### src/rtl/assert_macros.svh
// Assertion macros shared by the RTL files that check their own behavior.
`ifndef ASSERT_MACROS_SVH
`define ASSERT_MACROS_SVH

// Same-cycle implication, sampled on clk and disabled while arst_n is low.
`define ASSERT_IMPLY(name, ante, cons, msg) \
	name: assert property (@(posedge clk) disable iff (!arst_n) (ante) |-> (cons)) \
		else $error(msg);

// Next-cycle implication, sampled on clk and disabled while arst_n is low.
`define ASSERT_NEXT(name, ante, cons, msg) \
	name: assert property (@(posedge clk) disable iff (!arst_n) (ante) |=> (cons)) \
		else $error(msg);

`endif

### src/rtl/gfbr_pkg.sv
// Shared constants, font tables, opcodes and the controller command type.
`default_nettype none

package gfbr_pkg;

	localparam int COLUMNS     = 128;
	localparam int ROWS        = 64;
	localparam int PAGES       = (ROWS + 7) / 8;
	localparam int STORE_DEPTH = COLUMNS * PAGES;
	localparam int ADDR_W      = $clog2(STORE_DEPTH);

	localparam int SMALL_W     = 5;
	localparam int TEXT_STEPS  = SMALL_W + 1;
	localparam int GLYPHS      = 11;
	localparam int BLANK_GLYPH = 10;
	localparam int DIGIT_MAX   = 9;
	localparam int BIG_W       = 16;
	localparam int BIG_STEPS   = 2 * BIG_W;
	localparam int BIG_COUNT   = 6;
	localparam int DBL_W       = 10;
	localparam int DBL_STEPS   = 2 * DBL_W;

	// Rows of the last page that lie on the screen.
	localparam int LAST_ROWS = ROWS - (PAGES - 1) * 8;
	localparam logic [7:0] LAST_PAGE_MASK = 8'((1 << LAST_ROWS) - 1);

	localparam logic [7:0] CHAR_ZERO = 8'h30;
	localparam logic [7:0] CHAR_NINE = 8'h39;

	localparam logic [2:0] OP_CLEAR  = 3'd0;
	localparam logic [2:0] OP_TEXT   = 3'd1;
	localparam logic [2:0] OP_BIG    = 3'd2;
	localparam logic [2:0] OP_DOUBLE = 3'd3;
	localparam logic [2:0] OP_READ   = 3'd4;

	typedef struct packed {
		logic              load;
		logic              run;
		logic [2:0]        kind;
		logic [ADDR_W-1:0] step;
		logic              publish;
	} gfbr_cmd_t;

	localparam logic [7:0] SMALL_FONT [GLYPHS][SMALL_W] = '{
		'{8'h3E, 8'h51, 8'h49, 8'h45, 8'h3E},
		'{8'h00, 8'h42, 8'h7F, 8'h40, 8'h00},
		'{8'h42, 8'h61, 8'h51, 8'h49, 8'h46},
		'{8'h21, 8'h41, 8'h45, 8'h4B, 8'h31},
		'{8'h18, 8'h14, 8'h12, 8'h7F, 8'h10},
		'{8'h27, 8'h45, 8'h45, 8'h45, 8'h39},
		'{8'h3C, 8'h4A, 8'h49, 8'h49, 8'h30},
		'{8'h01, 8'h71, 8'h09, 8'h05, 8'h03},
		'{8'h36, 8'h49, 8'h49, 8'h49, 8'h36},
		'{8'h06, 8'h49, 8'h49, 8'h29, 8'h1E},
		'{8'h00, 8'h00, 8'h00, 8'h00, 8'h00}
	};

	localparam logic [7:0] BIG_FONT [BIG_COUNT][BIG_STEPS] = '{
		'{8'h40, 8'h42, 8'hCC, 8'h00, 8'h08, 8'h48, 8'h48, 8'h7F,
		  8'h48, 8'h48, 8'h7F, 8'h48, 8'h48, 8'h08, 8'h00, 8'h00,
		  8'h40, 8'h20, 8'h1F, 8'h20, 8'h44, 8'h4A, 8'h49, 8'h48,
		  8'h48, 8'h48, 8'h48, 8'h49, 8'h4A, 8'h44, 8'h40, 8'h00},
		'{8'h10, 8'h10, 8'h10, 8'hFF, 8'h10, 8'h90, 8'h08, 8'h88,
		  8'h69, 8'h59, 8'h4B, 8'h4D, 8'h69, 8'h88, 8'h08, 8'h00,
		  8'h04, 8'h44, 8'h82, 8'h7F, 8'h01, 8'h80, 8'h88, 8'h88,
		  8'h88, 8'h88, 8'hFF, 8'h88, 8'h88, 8'h88, 8'h80, 8'h00},
		'{8'h08, 8'h08, 8'hFD, 8'h0A, 8'h08, 8'h00, 8'h08, 8'h08,
		  8'hFD, 8'h0A, 8'h08, 8'h00, 8'hFE, 8'h22, 8'h22, 8'h00,
		  8'h10, 8'h10, 8'h1F, 8'h08, 8'h88, 8'h68, 8'h18, 8'h0E,
		  8'h09, 8'h08, 8'h08, 8'h08, 8'hFF, 8'h08, 8'h08, 8'h00},
		'{8'h00, 8'hFE, 8'h92, 8'h92, 8'h92, 8'hFE, 8'h00, 8'h02,
		  8'h02, 8'hFA, 8'h0A, 8'h0A, 8'h0A, 8'hFE, 8'h02, 8'h00,
		  8'h80, 8'h8F, 8'h44, 8'h44, 8'h24, 8'h1F, 8'h00, 8'h80,
		  8'h83, 8'h6C, 8'h10, 8'h10, 8'h6C, 8'h83, 8'h80, 8'h00},
		'{8'h00, 8'h02, 8'h02, 8'h02, 8'h02, 8'h02, 8'h02, 8'hFE,
		  8'h02, 8'h02, 8'h02, 8'h02, 8'h02, 8'h02, 8'h00, 8'h00,
		  8'h00, 8'h00, 8'h7F, 8'h40, 8'h40, 8'h40, 8'h40, 8'h43,
		  8'h44, 8'h48, 8'h50, 8'h60, 8'h40, 8'h00, 8'h00, 8'h00},
		'{8'h20, 8'h30, 8'hAC, 8'h63, 8'h10, 8'h00, 8'h22, 8'h22,
		  8'h22, 8'hE2, 8'h12, 8'h0A, 8'h86, 8'h62, 8'h00, 8'h00,
		  8'h22, 8'h67, 8'h22, 8'h12, 8'h12, 8'h40, 8'h44, 8'h44,
		  8'h44, 8'h7F, 8'h44, 8'h44, 8'h44, 8'h40, 8'h00, 8'h00}
	};

	// Column byte of a small glyph; columns past the glyph read as blank.
	function automatic logic [7:0] small_font(input logic [3:0] g, input logic [2:0] i);
		logic [7:0] b;
		b = '0;
		if (int'(g) < GLYPHS && int'(i) < SMALL_W) begin
			b = SMALL_FONT[g][i];
		end
		return b;
	endfunction

	// Byte of a large glyph: the upper page first, then the lower page.
	function automatic logic [7:0] big_font(input logic [2:0] g, input logic [4:0] i);
		logic [7:0] b;
		b = '0;
		if (int'(g) < BIG_COUNT) begin
			b = BIG_FONT[g][i];
		end
		return b;
	endfunction

endpackage

`default_nettype wire

### src/rtl/gfbr_ctrl.sv
// Request decoder, range guards and sequencing state machine.
`default_nettype none

module gfbr_ctrl import gfbr_pkg::*; (
	input  logic       clk,
	input  logic       arst_n,
	input  logic       in_valid,
	output logic       in_stall,
	input  logic [2:0] op,
	input  logic [6:0] column,
	input  logic [2:0] page,
	input  logic [7:0] symbol,
	output logic       out_valid,
	input  logic       out_stall,
	output logic       accepted,
	output gfbr_cmd_t  cmd
);

	typedef enum logic [1:0] {ST_IDLE, ST_RUN, ST_DRAIN, ST_DONE} state_t;

	state_t            state_q;
	logic [2:0]        kind_q;
	logic [ADDR_W-1:0] step_q;
	logic [ADDR_W-1:0] last_q;
	logic              ok_q;
	logic              report_q;
	logic              out_valid_q;
	logic              accepted_q;

	logic              guard_ok;
	logic [ADDR_W-1:0] last_c;
	logic              take_in;
	logic              out_free;

	always_comb begin
		guard_ok = 1'b0;
		last_c   = '0;
		unique case (op)
			OP_CLEAR: begin
				guard_ok = 1'b1;
				last_c   = ADDR_W'(STORE_DEPTH - 1);
			end
			OP_TEXT: begin
				guard_ok = int'(page) < PAGES && int'(column) < COLUMNS - SMALL_W;
				last_c   = ADDR_W'(TEXT_STEPS - 1);
			end
			OP_BIG: begin
				guard_ok = int'(symbol) < BIG_COUNT && int'(page) + 2 <= PAGES &&
					int'(column) <= COLUMNS - BIG_W;
				last_c   = ADDR_W'(BIG_STEPS - 1);
			end
			OP_DOUBLE: begin
				guard_ok = int'(symbol) <= DIGIT_MAX && int'(page) < PAGES &&
					int'(column) <= COLUMNS - DBL_W;
				last_c   = ADDR_W'(DBL_STEPS - 1);
			end
			OP_READ: begin
				guard_ok = int'(page) < PAGES && int'(column) < COLUMNS;
				last_c   = '0;
			end
			default: begin
				guard_ok = 1'b0;
			end
		endcase
	end

	assign take_in  = in_valid && (state_q == ST_IDLE);
	assign out_free = !out_valid_q || !out_stall;

	always_comb begin
		cmd.load    = take_in;
		cmd.run     = state_q == ST_RUN;
		cmd.kind    = kind_q;
		cmd.step    = step_q;
		cmd.publish = (state_q == ST_DONE) && out_free;
	end

	always_ff @(posedge clk or negedge arst_n) begin
		if (!arst_n) begin
			// Reset starts a clearing sweep over the whole store.
			state_q     <= ST_RUN;
			kind_q      <= OP_CLEAR;
			step_q      <= '0;
			last_q      <= ADDR_W'(STORE_DEPTH - 1);
			ok_q        <= 1'b1;
			report_q    <= 1'b0;
			out_valid_q <= 1'b0;
			accepted_q  <= 1'b0;
		end else begin
			if (out_valid_q && !out_stall && !cmd.publish) begin
				out_valid_q <= 1'b0;
			end
			unique case (state_q)
				ST_IDLE: begin
					if (in_valid) begin
						kind_q   <= op;
						ok_q     <= guard_ok;
						step_q   <= '0;
						last_q   <= last_c;
						report_q <= 1'b1;
						state_q  <= guard_ok ? ST_RUN : ST_DONE;
					end
				end
				ST_RUN: begin
					step_q <= step_q + 1'b1;
					if (step_q == last_q) begin
						state_q <= ST_DRAIN;
					end
				end
				ST_DRAIN: begin
					state_q <= report_q ? ST_DONE : ST_IDLE;
				end
				ST_DONE: begin
					if (out_free) begin
						out_valid_q <= 1'b1;
						accepted_q  <= ok_q;
						state_q     <= ST_IDLE;
					end
				end
				default: begin
					state_q <= ST_IDLE;
				end
			endcase
		end
	end

	assign in_stall  = state_q != ST_IDLE;
	assign out_valid = out_valid_q;
	assign accepted  = accepted_q;

endmodule

`default_nettype wire

### config.mk
export PLATFORM = sky130hd
export DESIGN_NAME = gfbr_ctrl
export DESIGN_NICKNAME = d
export VERILOG_FILES = /design/src/rtl/assert_macros.svh /design/src/rtl/gfbr_pkg.sv /design/src/rtl/gfbr_ctrl.sv
export SDC_FILE = /design/constraint.sdc
export NUM_CORES = 1
export LEC_CHECK = 0
export BUFFER_PORTS_ARGS = -buffer_cell sky130_fd_sc_hd__buf_2
export CELL_PAD_IN_SITES_DETAIL_PLACEMENT = 0
export CELL_PAD_IN_SITES_GLOBAL_PLACEMENT = 1
export CORE_ASPECT_RATIO = 1.5
export CORE_UTILIZATION = 33
export DETAILED_ROUTE_END_ITERATION = 7
export PLACE_DENSITY_LB_ADDON = 0.1
export SETUP_SLACK_MARGIN = 0.02
export SYNTH_ARGS = -nofsm -noshare
export SYNTH_HDL_FRONTEND = slang
export SYNTH_SLANG_ARGS = --single-unit
export TNS_END_PERCENT = 100
### constraint.sdc
create_clock -name clk -period 1.4 [get_ports clk]
set_input_delay 0.21 -clock clk [delete_from_list [all_inputs] [get_ports clk]]
set_output_delay 0.21 -clock clk [all_outputs]
set_load 0.05 [all_outputs]
# Word level (Yosys, flattened, before mapping)
# Index checks and enable logic that the tools add are counted.
word_totals:
  regBits: 29
  out_inout_bits: 19
  inputBits: 25
op_classes:
  reduce_logical: 20
  n_mux: 13
  eq_ne: 11
  magnitude_cmp: 6
  add_sub_neg: 2
ops:
  columns: ["op", "n"]
  rows:
  - ["case mux 10 bit (4 select lines)", 1]
  - ["case mux 10 bit (2 select lines)", 1]
  - ["<= comparator 7 bit (second input constant)", 2]
  - ["adder 10 x 1 -> 10 bit (second input constant)", 1]
  - ["== test 10 bit", 1]
  - ["two-way mux 10 bit", 1]
  - ["two-way mux 2 bit", 5]
  - ["<= comparator 8 x 4 -> 1 bit (second input constant)", 1]
  - ["< comparator 8 x 3 -> 1 bit (second input constant)", 1]
  - ["case mux 2 bit (4 select lines)", 1]
  - ["logical AND 1 bit", 7]
  - ["< comparator 7 bit (second input constant)", 1]
  - ["== test 3 x 2 -> 1 bit (second input constant)", 2]
  - ["AND reduction 2 bit", 3]
  - ["adder 3 x 2 -> 4 bit (second input constant)", 1]
  - ["== test 2 bit (second input constant)", 2]
  - ["<= comparator 4 bit (second input constant)", 1]
  - ["inequality test 2 bit (second input constant)", 2]
  - ["case mux 1 bit (4 select lines)", 1]
  - ["nonzero test 2 bit", 2]
  - ["== test 3 x 1 -> 1 bit (second input constant)", 1]
  - ["== test 3 bit (second input constant)", 1]
  - ["zero test 1 bit", 3]
  - ["zero test 3 bit", 1]
  - ["7 further kinds", 9]

# Depth between registers and ports, before layout
# Gate-level depths: netlist (run 1).
depth:
  word_depth: 8
  ltp_mapped: 6
  depth_no_buf: 6

# Worst setup path after synthesis (run 1)
# Ideal clock, no wire load.
synth_path:
  path_kind: "register -> register"
  from: "reg out_valid_q (netlist: out_valid)"
  to: "reg accepted_q (netlist: accepted)"
  path_stages_with_launch: 3
  arrival_time_ps: 1881
  path_slack_ps: -606
  path_buffers: 0
  required_ps: 1275
  cell_sequence: "dfrtp_1 a21oi_1 mux2_2"
synth_via:
  elab_chain_cells: 3
synth_rtl:
  columns: ["item", "line", "text"]
  rows:
  - ["from (decl)", "gfbr_ctrl.sv:27", "logic out_valid_q;"]
  - ["from (signal assigned)", "gfbr_ctrl.sv:87", "out_valid_q <= 1'b0;"]
  - ["from (signal assigned)", "gfbr_ctrl.sv:91", "out_valid_q <= 1'b0;"]
  - ["from (signal assigned)", "gfbr_ctrl.sv:115", "out_valid_q <= 1'b1;"]
  - ["zero test 1 bit", "gfbr_ctrl.sv:68", "assign out_free = !out_valid_q || !out_stall;"]
  - ["logical OR 1 bit", "gfbr_ctrl.sv:68", null]
  - ["AND reduction 2 bit (no source line)", null, null]
  - ["to (signal assigned)", "gfbr_ctrl.sv:116", "accepted_q <= ok_q;"]
  - ["to (decl)", "gfbr_ctrl.sv:28", "logic accepted_q;"]
# Every way passes these cells.
# A chain may end at the register's enable or synchronous reset.

==> impl_results.md, run 1 <==
- RSZ-0062 raised after global routing: yes
- Avg Cell Area, Syn: 9.72 um2
- Worst min-delay path class: in2reg
- Max Slew Vio Count: 0
- Final setup viols: 15
- Post-Route WL: 3790 um
- Die area: 4240 um2
- CTS tree: built
- Worst-margin pin slew: 562 ps
- Largest cells by area after synthesis: dfrtp_1 32%, dfstp_2 14%, o21ai_0 6.1%, nand2_1 5.4%, mux2_2 3.4%
- Grt ovf: 0
- Post-synthesis net count: 161
- Nature of the critical path endpoint: output pin
- DR DRC count: 0
- Die width: 53.5 um
- Synth Instances: 135
- Post-synthesis compound-gate area fraction: 0.229
- WL/cell: 14.7 um
- CTS root buf: clkbuf_8
- Synth top area share: 0.324
- Leakage power: 0.996 nW
- Mapped cell area: 1310 um2
- Synth Warn #: 0
- Violated checks: setup timing
- Total power: 4.61 mW
- Clock Skew: 10.1 ps
- Outcome: complete, but fails checks
- Relative slew margins: 0.625
- IO Pins: 44
- WHS: 195 ps
- Max frequency: 651 MHz
- R2r endpoint: state_q[1]$_DFFE_PN0P_
- Count of antenna-violating nets left after detailed routing: 0
- Total track usage: 0.192
- Startpoint Class: register
- Synth Register Bits: 24
- Max-Cap Viols: 0
- Placed Instances: 241
- Peak supply drop: 1.37 mV
- Tmin final: 1540 ps
- Vias per Instance: 5.21
- Setup crit start: state_q[0]$_DFFE_PN1P_
- Pre-antenna DRT Iters: 4
- Initial Util: 0.350
- Xor and xnor area share after synthesis: 0.0200
- Final Cycle Share: 1.10
- Vias in the first global route: 1372
- # H-tree levels: 1
- Cells on worst reg2reg path: 5
- Clock Sinks: 24
- Synth area leader: dfrtp_1
- CP Max Fanout: 3
- Origin of the critical flop-to-flop path: state_q[0]$_DFFE_PN1P_
- Pwr/cell area: 2130 nW/um2
- FP Rows: 27
- Place WS: -175 ps
- Post-synth EDFFs: 0
- Worst-path clk slew: 90 ps
- First-pass GRT wire length: 6040 um
- Largest net degree at the start of global routing: 25
- DRT iter0 DRCs: 33
- Endpoints failing hold: 0
- Main combinational cell family by area after synthesis: compound AO/OA/AOI/OAI gates
- Nets: 242
- Port bufs: 42
- Antenna cells: 0
- Die Ht: 79.2 um
- Fillers: 342
- Layout Cells excl Fill: 258
- Layout cells sized above 1: 0.628
- CTS max path bufs: 2
- Clk_lat worst skew: 270 ps
- Via Count: 1345
- Mux share of post-synthesis cell area: 0.0343
- CP endpoint: cmd[0]
- CP Data Required Time: 1190 ps
- Register area share after synthesis: 0.464
- R2r setup slk: -90 ps
- Area delta synth->final: 65.0%
- Final Wtd Congestion: 0.784
- Post-detail-place hpwl: 2720 um
- Post-synth top flop: dfrtp_1
- Layout Cell Area excl Fill: 2170 um2
- Worst EP arrival: 1330 ps
- Final setup margin: -135 ps
- CTS Buf Count: 3
- Synth unique cells: 36
- Post-synthesis simple-gate area fraction: 0.202
- Core Region: 3750 um2
- Ys async rst share: 1.00
- WS Path Type: reg2out
- Post-synthesis adder-cell area fraction: 0.00953
- Placed Area: 1810 um2
- Initial antenna violation count: 0
power by group:
part / switching (mW) / leakage [nW] / internal (mW)
logic: 1.62 / 0.698 / 1.36
registers: 0.206 / 0.275 / 1.00
clock network: 0.228 / 0.0228 / 0.203
total: 2.05 / 0.996 / 2.56
cells in the final DEF, fill, tap and decap left out, types with 4 or more instances in the layout:
cell type  Yosys  routed
nand2_1       19      17
buf_8          0       4
nor4_1         4       4
nand3_1        6       5
dfrtp_1       17       7
dfrtp_2        0      10
buf_6          1      10
dfstp_2        7       7
nor2_1         9       5
mux2_4         0       4
o21ai_1        0       9
o21ai_0       16       4
buf_2          4      38
buf_4          1      28
registers in the layout, indices dropped and copies added (netlist names):
register / count
step_q: 10
ok_q: 1
state_q: 2
last_q: 5
accepted: 1
report_q: 1
kind_q: 3
out_valid: 1
synth_stat cells, drive strengths merged, types with 2 or more instances:
cell / number
nand2: 19
dfrtp: 17
o21ai: 16
nor2: 9
dfstp: 7
buf: 6
nand3: 6
o31ai: 5
inv: 4
mux2: 4
nor4: 4
or3: 4
a211oi: 3
a21oi: 3
a31oi: 3
and3: 3
nand4: 3
xor2: 3
nand2b: 2
nor2b: 2
o211ai: 2
o41ai: 2
per-stage QoR:
stage / util / TNS [ps]
3_5_place_dp: 0.483 / -1130
5_1_grt: 0.578 / -1600
4_1_cts: 0.549 / -601
6_report: 0.578 / -716
2_1_floorplan: - / -398
3_3_place_gp: 0.483 / -661
kinds of logic after synthesis:
kind of cell	count (synthesis)
AOI/OAI and AO/OA	39
xor gates and xnor gates	3
adders and majority gates	1
buffers and inverters	10
DFF	24
muxes	4
and+or+nand+nor	54
critical path, cell delays in order, from the launching register on:
cell     delay, ps
dfstp_2        580
buf_6          130
nand2_4         60
a21oi_4        120
buf_6          170
timing repair:
item	CTS	global route
cloned	1	0
setup endpoints to repair	19	23
hold buffers	1	0
resized for setup	39	29
buffers inserted	9	6
endpoints found under the hold margin	17	0
pin swaps	4	9
area by class of cell:
| type | count | area [um2] | area share |
|---|---|---|---|
| Sequential cell | 24 | 622 | 0.287 |
| Timing Repair Buffer | 82 | 603 | 0.278 |
| Multi-Input combinational cell | 101 | 807 | 0.373 |
| Tap cell | 43 | 53.8 | 0.0248 |
| Clock buffer | 4 | 45.0 | 0.0208 |
| Inverter | 4 | 35.0 | 0.0162 |
worst min path at each step:
stage               startpoint                     to  slack, ps  cells after the start
floorplan               arst_n   accepted$_DFFE_PN0P_        -90                      0
global placement        arst_n  step_q[6]$_DFFE_PN0P_        220                      1
detailed placement      arst_n  step_q[6]$_DFFE_PN0P_        230                      1
CTS                      op[1]  last_q[8]$_DFFE_PN1P_        190                      2
global route             op[1]  last_q[8]$_DFFE_PN1P_        210                      2
finish                   op[1]  last_q[8]$_DFFE_PN1P_        190                      2
metal layers:
metal  global-route usage  part of all wire
met5                    0                 0
met4               0.0711             0.020
met3               0.0172             0.023
met2                0.380              0.57
met1                0.191              0.39
Power figures use the tool's default switching activity.
==> run 2: changes to the inputs <==
- ABC_AREA: default -> 1
- CORE_UTILIZATION: 33 -> 32
==> run 2 against run 1 <==
Effect of this change: the run still ends with setup timing left; setup slack gained 54 ps; clock skew shrank 5.1 ps; non-clock buffer count shrank 13; critical path depth shrank 1; routed wire length shrank 11%; highest routed layer unchanged; worst hold slack lost 55 ps; final area shrank 5.4%; synthesized area grew 8.3%.
==> impl_results.md, run 2 <==
- Layout cells sized above 1: 0.425 (was 0.628)
- # H-tree levels: 1 (unchanged)
- Max Slew Vio Count: 0 (unchanged)
- WL/cell: 10.7 um (was 14.7 um)
- Final setup margin: -80.9 ps (was -135 ps)
- Synth Instances: 197 (was 135)
- CTS max path bufs: 2 (unchanged)
- Nature of the critical path endpoint: output pin (unchanged)
- Largest net degree at the start of global routing: 25 (unchanged)
- Grt ovf: 0 (unchanged)
- Clk_lat worst skew: 260 ps (was 270 ps)
- Post-synth top flop: dfrtp_1 (unchanged)
- Startpoint Class: register (unchanged)
- Via Count: 1411 (was 1345)
- Internal power: 2.28 mW (was 2.56 mW)
- Post-Route WL: 3370 um (was 3790 um)
- RSZ-0062 raised after global routing: yes (unchanged)
- Die area: 4720 um2 (was 4240 um2)
- Post-detail-place hpwl: 2650 um (was 2720 um)
- DR DRC count: 0 (unchanged)
- Clock network power share: 0.097 (was 0.093)
- Max frequency: 675 MHz (was 651 MHz)
- WS Path Type: reg2out (unchanged)
- Top reg by flops: step_q (unchanged)
- Clock Sinks: 24 (unchanged)
- Ys async rst share: 1.00 (unchanged)
- Worst EP arrival: 1270 ps (was 1330 ps)
- CP Data Required Time: 1190 ps (about the same)
- Synth Register Bits: 24 (unchanged)
- Relative slew margins: 0.637 (was 0.625)
- Pre-antenna DRT Iters: 4 (unchanged)
- Die Ht: 83.6 um (was 79.2 um)
- Total track usage: 0.159 (was 0.192)
- FP Rows: 29 (was 27)
- Synth top area share: 0.299 (was 0.324)
- Synth area leader: dfrtp_1 (unchanged)
- CTS tree: built (unchanged)
- Largest register FFs: 10 (unchanged)
- Peak supply drop: 1.48 mV (was 1.37 mV)
- Synth Warn #: 0 (unchanged)
- Tmin final: 1480 ps (was 1540 ps)
- First-pass GRT wire length: 5820 um (was 6040 um)
- Mapped cell area: 1420 um2 (was 1310 um2)
- Pwr/cell area: 2110 nW/um2 (was 2130 nW/um2)
- Layout Cells excl Fill: 314 (was 258)
- Critical Path Max Stage Delay: 600 ps (was 580 ps)
- Port bufs: 42 (unchanged)
- Commonest non-fill, non-tap cell in the layout: nand2_1 (was buf_2)
- Combinational power share: 0.618 (was 0.644)
- Most frequent cells in the layout: 52 x nand2_1, 38 x buf_2, 30 x inv_1 (was 38 x buf_2, 28 x buf_4, 17 x nand2_1)
- Placed Instances: 294 (was 241)
- Total power: 4.33 mW (was 4.61 mW)
- Final setup viols: 7 (was 15)
- Max-Cap Viols: 0 (unchanged)
- Nets: 295 (was 242)
- Antenna cells: 0 (unchanged)
- Initial Util: 0.335 (was 0.350)
- Leakage power: 1.09 nW (was 0.996 nW)
- Vias per Instance: 4.49 (was 5.21)
- Initial antenna violation count: 0 (unchanged)
- Avg Cell Area, Syn: 7.22 um2 (was 9.72 um2)
- CTS Buf Count: 3 (unchanged)
- Top cells by count, synth: 56 x nand2_1, 31 x inv_1, 25 x nor2_1, 17 x dfrtp_1 (was 19 x nand2_1, 17 x dfrtp_1, 16 x o21ai_0, 9 x nor2_1, 7 x dfstp_2)
- Outcome: complete, but fails checks (unchanged)
- Psw: 2.05 mW (about the same)
- Vias in the first global route: 1364 (was 1372)
- Count of antenna-violating nets left after detailed routing: 0 (unchanged)
- Register area share after synthesis: 0.429 (was 0.464)
- Critical Path, Cell by Cell: inv_2, nor2_4, buf_8 (was buf_6, nand2_4, a21oi_4, buf_6)
- Post-synthesis net count: 223 (was 161)
- Clock Skew: 4.99 ps (was 10.1 ps)
- Worst min-delay path class: in2reg (unchanged)
- Worst-path clk slew: 90 ps (about the same)
- CP Max Fanout: 4 (was 3)
- Critical path's slowest cell: dfstp_2 (unchanged)
- Synth unique cells: 29 (was 36)
- Largest cells by area after synthesis: dfrtp_1 30%, nand2_1 15%, dfstp_2 13%, inv_1 8.2%, nor2_1 6.6% (was dfrtp_1 32%, dfstp_2 14%, o21ai_0 6.1%, nand2_1 5.4%, mux2_2 3.4%)
- Worst-margin pin slew: 545 ps (was 562 ps)
- Final Wtd Congestion: 0.725 (was 0.784)
- Die width: 56.4 um (was 53.5 um)
- CTS root buf: clkbuf_8 (unchanged)
- Area delta synth->final: 44.2% (was 65.0%)
- DRT iter0 DRCs: 22 (was 33)
- Switching Share: 0.473 (was 0.444)
- Post-synth EDFFs: 0 (unchanged)
- Core Region: 4250 um2 (was 3750 um2)
- Flop pwr share: 0.284 (was 0.262)
- Final Cycle Share: 1.06 (was 1.10)
- Endpoints failing hold: 0 (unchanged)
- Top Registers: step_q (10), last_q (5), kind_q (3) (unchanged)
- Most numerous cell in the Yosys netlist: nand2_1 (unchanged)
- Violated checks: setup timing (unchanged)
- IO Pins: 44 (unchanged)
==> run 2: cells by family (layout without fill, tap and decap cells) <==
group | after synthesis | in the layout | synth area share
flip-flops | 24 | 24 | 0.429
AND/OR/NAND/NOR | 103 | 103 | 0.322
buffers and inverters | 38 | 109 | 0.110
AO/OA/AOI/OAI | 28 | 28 | 0.112
adder cells (fa/ha/maj) | 1 | 1 | 0.00880
XOR/XNOR | 3 | 3 | 0.0185
==> run 2: per-stage QoR <==
step                hold slack [ps]  cell area [um2]  setup slack (ps)  TNS, ps   util
global route                    146             2050              -143    -1080  0.483
detailed placement              234             1770             -60.1    -62.9  0.418
floorplan                     -85.6             1440              -120     -308      -
global placement                238             1770             -43.7    -43.7  0.418
CTS                             136             1930              -109     -298  0.456
finish                          140             2050             -80.9     -283  0.483
==> run 2: layer usage <==
layer | global-route usage | routed length (um) | up-vias
li1 | - | - | 754
met1 | 0.166 | 1420 | 624
met2 | 0.315 | 1810 | 28
met3 | 0.0186 | 94 | 5
met4 | 0.0532 | 49 | 0
met5 | 0 | 0 | -
==> run 2: path summary, 6_finish.rpt <==
check	start	slack, ps	endpoint	depth (start not counted)
hold / removal	op[0]	140	last_q[3]$_DFFE_PN1P_	2
hold reg to reg	kind_q[0]$_DFFE_PN0P_	500	kind_q[0]$_DFFE_PN0P_	2
max in group asynchronous	arst_n	550	step_q[7]$_DFFE_PN0P_	2
min in group asynchronous	arst_n	460	step_q[8]$_DFFE_PN0P_	2
setup / recovery	state_q[0]$_DFFE_PN1P_	-80	cmd[14]	3
setup reg to reg	state_q[0]$_DFFE_PN1P_	-50	step_q[0]$_DFFE_PN0P_	8
==> run 2: power by group through the flow <==
stage	sequential, mW	clock (mW)	combinational [mW]
finish	1.23	0.422	2.68
global route	1.28	0.482	2.92
CTS	1.21	0.452	2.49
detailed placement	1.24	0	2.19
global placement	1.23	0	2.18
floorplan	1.68	0	1.12
==> run 2: critical path, delay by kind of cell, from the launching register on <==
family | cells | cell delay (ps)
flops | 1 | 600
buf+inv | 2 | 240
simple gates | 1 | 160
==> run 2: area by class of cell <==
cell class | count | area [um2]
clock buffers | 4 | 45.0
inverters | 36 | 140
multi-input cells | 135 | 724
well taps | 46 | 57.6
repair buffers | 69 | 463
flip-flops and latches | 24 | 619
fillers | 458 | 2200
==> run 2: timing repair <==
item,CTS,global route
endpoints found under the hold margin,17,0
hold buffers,1,0
endpoints found under the setup margin,12,18
gates resized for setup,14,18
pin swaps,5,11
setup buffers,8,7
==> run 3: changes to the inputs <==
==> constraint.sdc (replaced) <==
create_clock -name clk -period 1.4 [get_ports clk]
set_input_delay 0 -clock clk [delete_from_list [all_inputs] [get_ports clk]]
set_output_delay 0 -clock clk [all_outputs]
set_load 0.05 [all_outputs]
==> run 3 against run 2 <==
Effect of this change: critical path depth up 5; first-iteration DRC count grew 36%; die area is the same; critical endpoint is now step_q[9]$_DFFE_PN0P_; the run now ends clean; critical path type is now reg2reg.
==> impl_results.md, run 3 (same netlist as run 2, synthesis figures left out) <==
- Pwr/cell area: 2110 nW/um2 (about the same)
- DR DRC count: 0 (unchanged)
- Layout Cells excl Fill: 307 (was 314)
- Multi-input logic area: 687 um2 (was 724 um2)
- CTS max path bufs: 2 (unchanged)
- Worst min-delay path class: in2reg (unchanged)
- Initial Util: 0.335 (unchanged)
- Final setup margin: 38.1 ps (was -80.9 ps)
- Fillers: 458 (unchanged)
- Layout cells sized above 1: 0.379 (was 0.425)
- WL/cell: 10.6 um (was 10.7 um)
- Worst-path clk slew: 90 ps (about the same)
- # H-tree levels: 1 (unchanged)
- WHS: 12.1 ps (was 140 ps)
- Clock Sinks: 24 (unchanged)
- Placed Instances: 291 (was 294)
- Most frequent cells in the layout: 56 x nand2_1, 39 x buf_2, 28 x inv_1 (was 52 x nand2_1, 38 x buf_2, 30 x inv_1)
- Port bufs: 42 (unchanged)
- Critical path's slowest cell: dfstp_2 (unchanged)
- Nets: 288 (was 295)
- Vias per Instance: 4.54 (was 4.49)
- DRT iter0 DRCs: 30 (was 22)
- Critical Path, Cell by Cell: inv_2, nor2_4, buf_6, inv_4, nor2_2, nand4_1, o21ai_1, inv_1 (was inv_2, nor2_4, buf_8)
- Die area: 4720 um2 (unchanged)
- Critical Path Max Stage Delay: 570 ps (was 600 ps)
- Die Ht: 83.6 um (unchanged)
- Final core occ: 0.459 (was 0.483)
- Final Cycle Share: 0.973 (was 1.06)
- Largest register FFs: 10 (unchanged)
- CP Max Fanout: 4 (unchanged)
- Die width: 56.4 um (unchanged)
- CP Data Required Time: 1560 ps (was 1190 ps)
- Max-Cap Viols: 0 (unchanged)
- Max frequency: 734 MHz (was 675 MHz)
- Leakage power: 1.04 nW (was 1.09 nW)
- Vias in the first global route: 1302 (was 1364)
- Antenna cells: 0 (unchanged)
- Initial antenna violation count: 0 (unchanged)
- Commonest non-fill, non-tap cell in the layout: nand2_1 (unchanged)
- Placed Area: 1740 um2 (was 1770 um2)
- CTS tree: built (unchanged)
- Core Region: 4250 um2 (unchanged)
- Outcome: complete, no violations (was complete, but fails checks)
- FP Rows: 29 (unchanged)
- Total track usage: 0.153 (was 0.159)
- Pre-antenna DRT Iters: 4 (unchanged)
- Layout Cell Area excl Fill: 1950 um2 (was 2050 um2)
- Peak supply drop: 1.20 mV (was 1.48 mV)
- Post-Route WL: 3260 um (was 3370 um)
- Startpoint Class: register (unchanged)
- Register area: 619 um2 (unchanged)
- Relative slew margins: 0.648 (was 0.637)
- Clk_lat worst skew: 260 ps (about the same)
- Place WS: 24.8 ps (was -60.1 ps)
- IO Pins: 44 (unchanged)
- Nature of the critical path endpoint: register (was output pin)
- Via Count: 1395 (was 1411)
- Top Registers: step_q (10), last_q (5), kind_q (3) (unchanged)
- Final setup viols: 0 (was 7)
- Count of antenna-violating nets left after detailed routing: 0 (unchanged)
- Grt ovf: 0 (unchanged)
- Endpoints failing hold: 0 (unchanged)
- Top reg by flops: step_q (unchanged)
- Max Slew Vio Count: 0 (unchanged)
- Post-detail-place hpwl: 2620 um (was 2650 um)
- CTS Buf Count: 3 (unchanged)
- Tmin final: 1360 ps (was 1480 ps)
- Largest net degree at the start of global routing: 25 (unchanged)
- Final Wtd Congestion: 0.732 (was 0.725)
- Clock Skew: 3.84 ps (was 4.99 ps)
- First-pass GRT wire length: 5690 um (was 5820 um)
- CTS root buf: clkbuf_8 (unchanged)
- Worst EP arrival: 1520 ps (was 1270 ps)
- RSZ-0062 raised after global routing: yes (unchanged)
- WS Path Type: reg2reg (was reg2out)
- Area delta synth->final: 37.0% (was 44.2%)
- Worst-margin pin slew: 527 ps (was 545 ps)
## run 3: power by group
| group | switching, mW | internal, mW |
|---|---|---|
| Sequential | 0.184 | 1.02 |
| Combinational | 1.57 | 0.919 |
| Clock | 0.218 | 0.203 |
## run 3: what timing repair did
action                     4_1_cts  5_1_grt
pin swaps                        2        2
hold endpoints to repair        19        0
cloned                           0        0
resized for setup               10       10
setup buffers                    5        4
setup endpoints to repair        3       18
hold buffers                     3        0
## run 3: final timing paths
kind	startpoint	end	slack, ps	cells after the start
setup / recovery	state_q[0]$_DFFE_PN1P_	step_q[9]$_DFFE_PN0P_	40	8
hold / removal	op[2]	kind_q[2]$_DFFE_PN0P_	10	3
setup reg to reg	state_q[0]$_DFFE_PN1P_	step_q[9]$_DFFE_PN0P_	40	8
hold reg to reg	report_q$_DFFE_PN0P_	report_q$_DFFE_PN0P_	500	1
max in group asynchronous	arst_n	step_q[7]$_DFFE_PN0P_	780	2
min in group asynchronous	arst_n	step_q[6]$_DFFE_PN0P_	240	2
## run 3: final cells by class
| cell class | count | share of cell area |
|---|---|---|
| flip-flops and latches | 24 | 0.318 |
| repair buffers | 62 | 0.204 |
| multi-input cells | 135 | 0.353 |
| clock buffers | 4 | 0.0231 |
| well taps | 46 | 0.0296 |
| inverters | 36 | 0.0720 |
## run 3: worst max-delay path, delay by kind of cell, from the launching register on
| family | cells | cell delay, ps |
|---|---|---|
| flops | 1 | 570 |
| compound gates | 1 | 150 |
| buf+inv | 4 | 250 |
| simple gates | 3 | 290 |
## run 3: routing by layer
layer	track usage	routed length (um)	part of all wire	vias to the layer above
met5	0	0	0	-
met4	0.0399	17	0.0052	0
met3	0.0248	105	0.032	2
li1	-	-	-	742
met1	0.172	1320	0.40	626
met2	0.291	1820	0.56	25
## run 3: through the flow
step	setup TNS, ps	power [mW]
final	0	4.11
after floorplan	-357	2.78
after CTS	-17.9	4.05
after global routing	-384	4.47
after global placement	0	3.38
after detailed placement	0	3.39
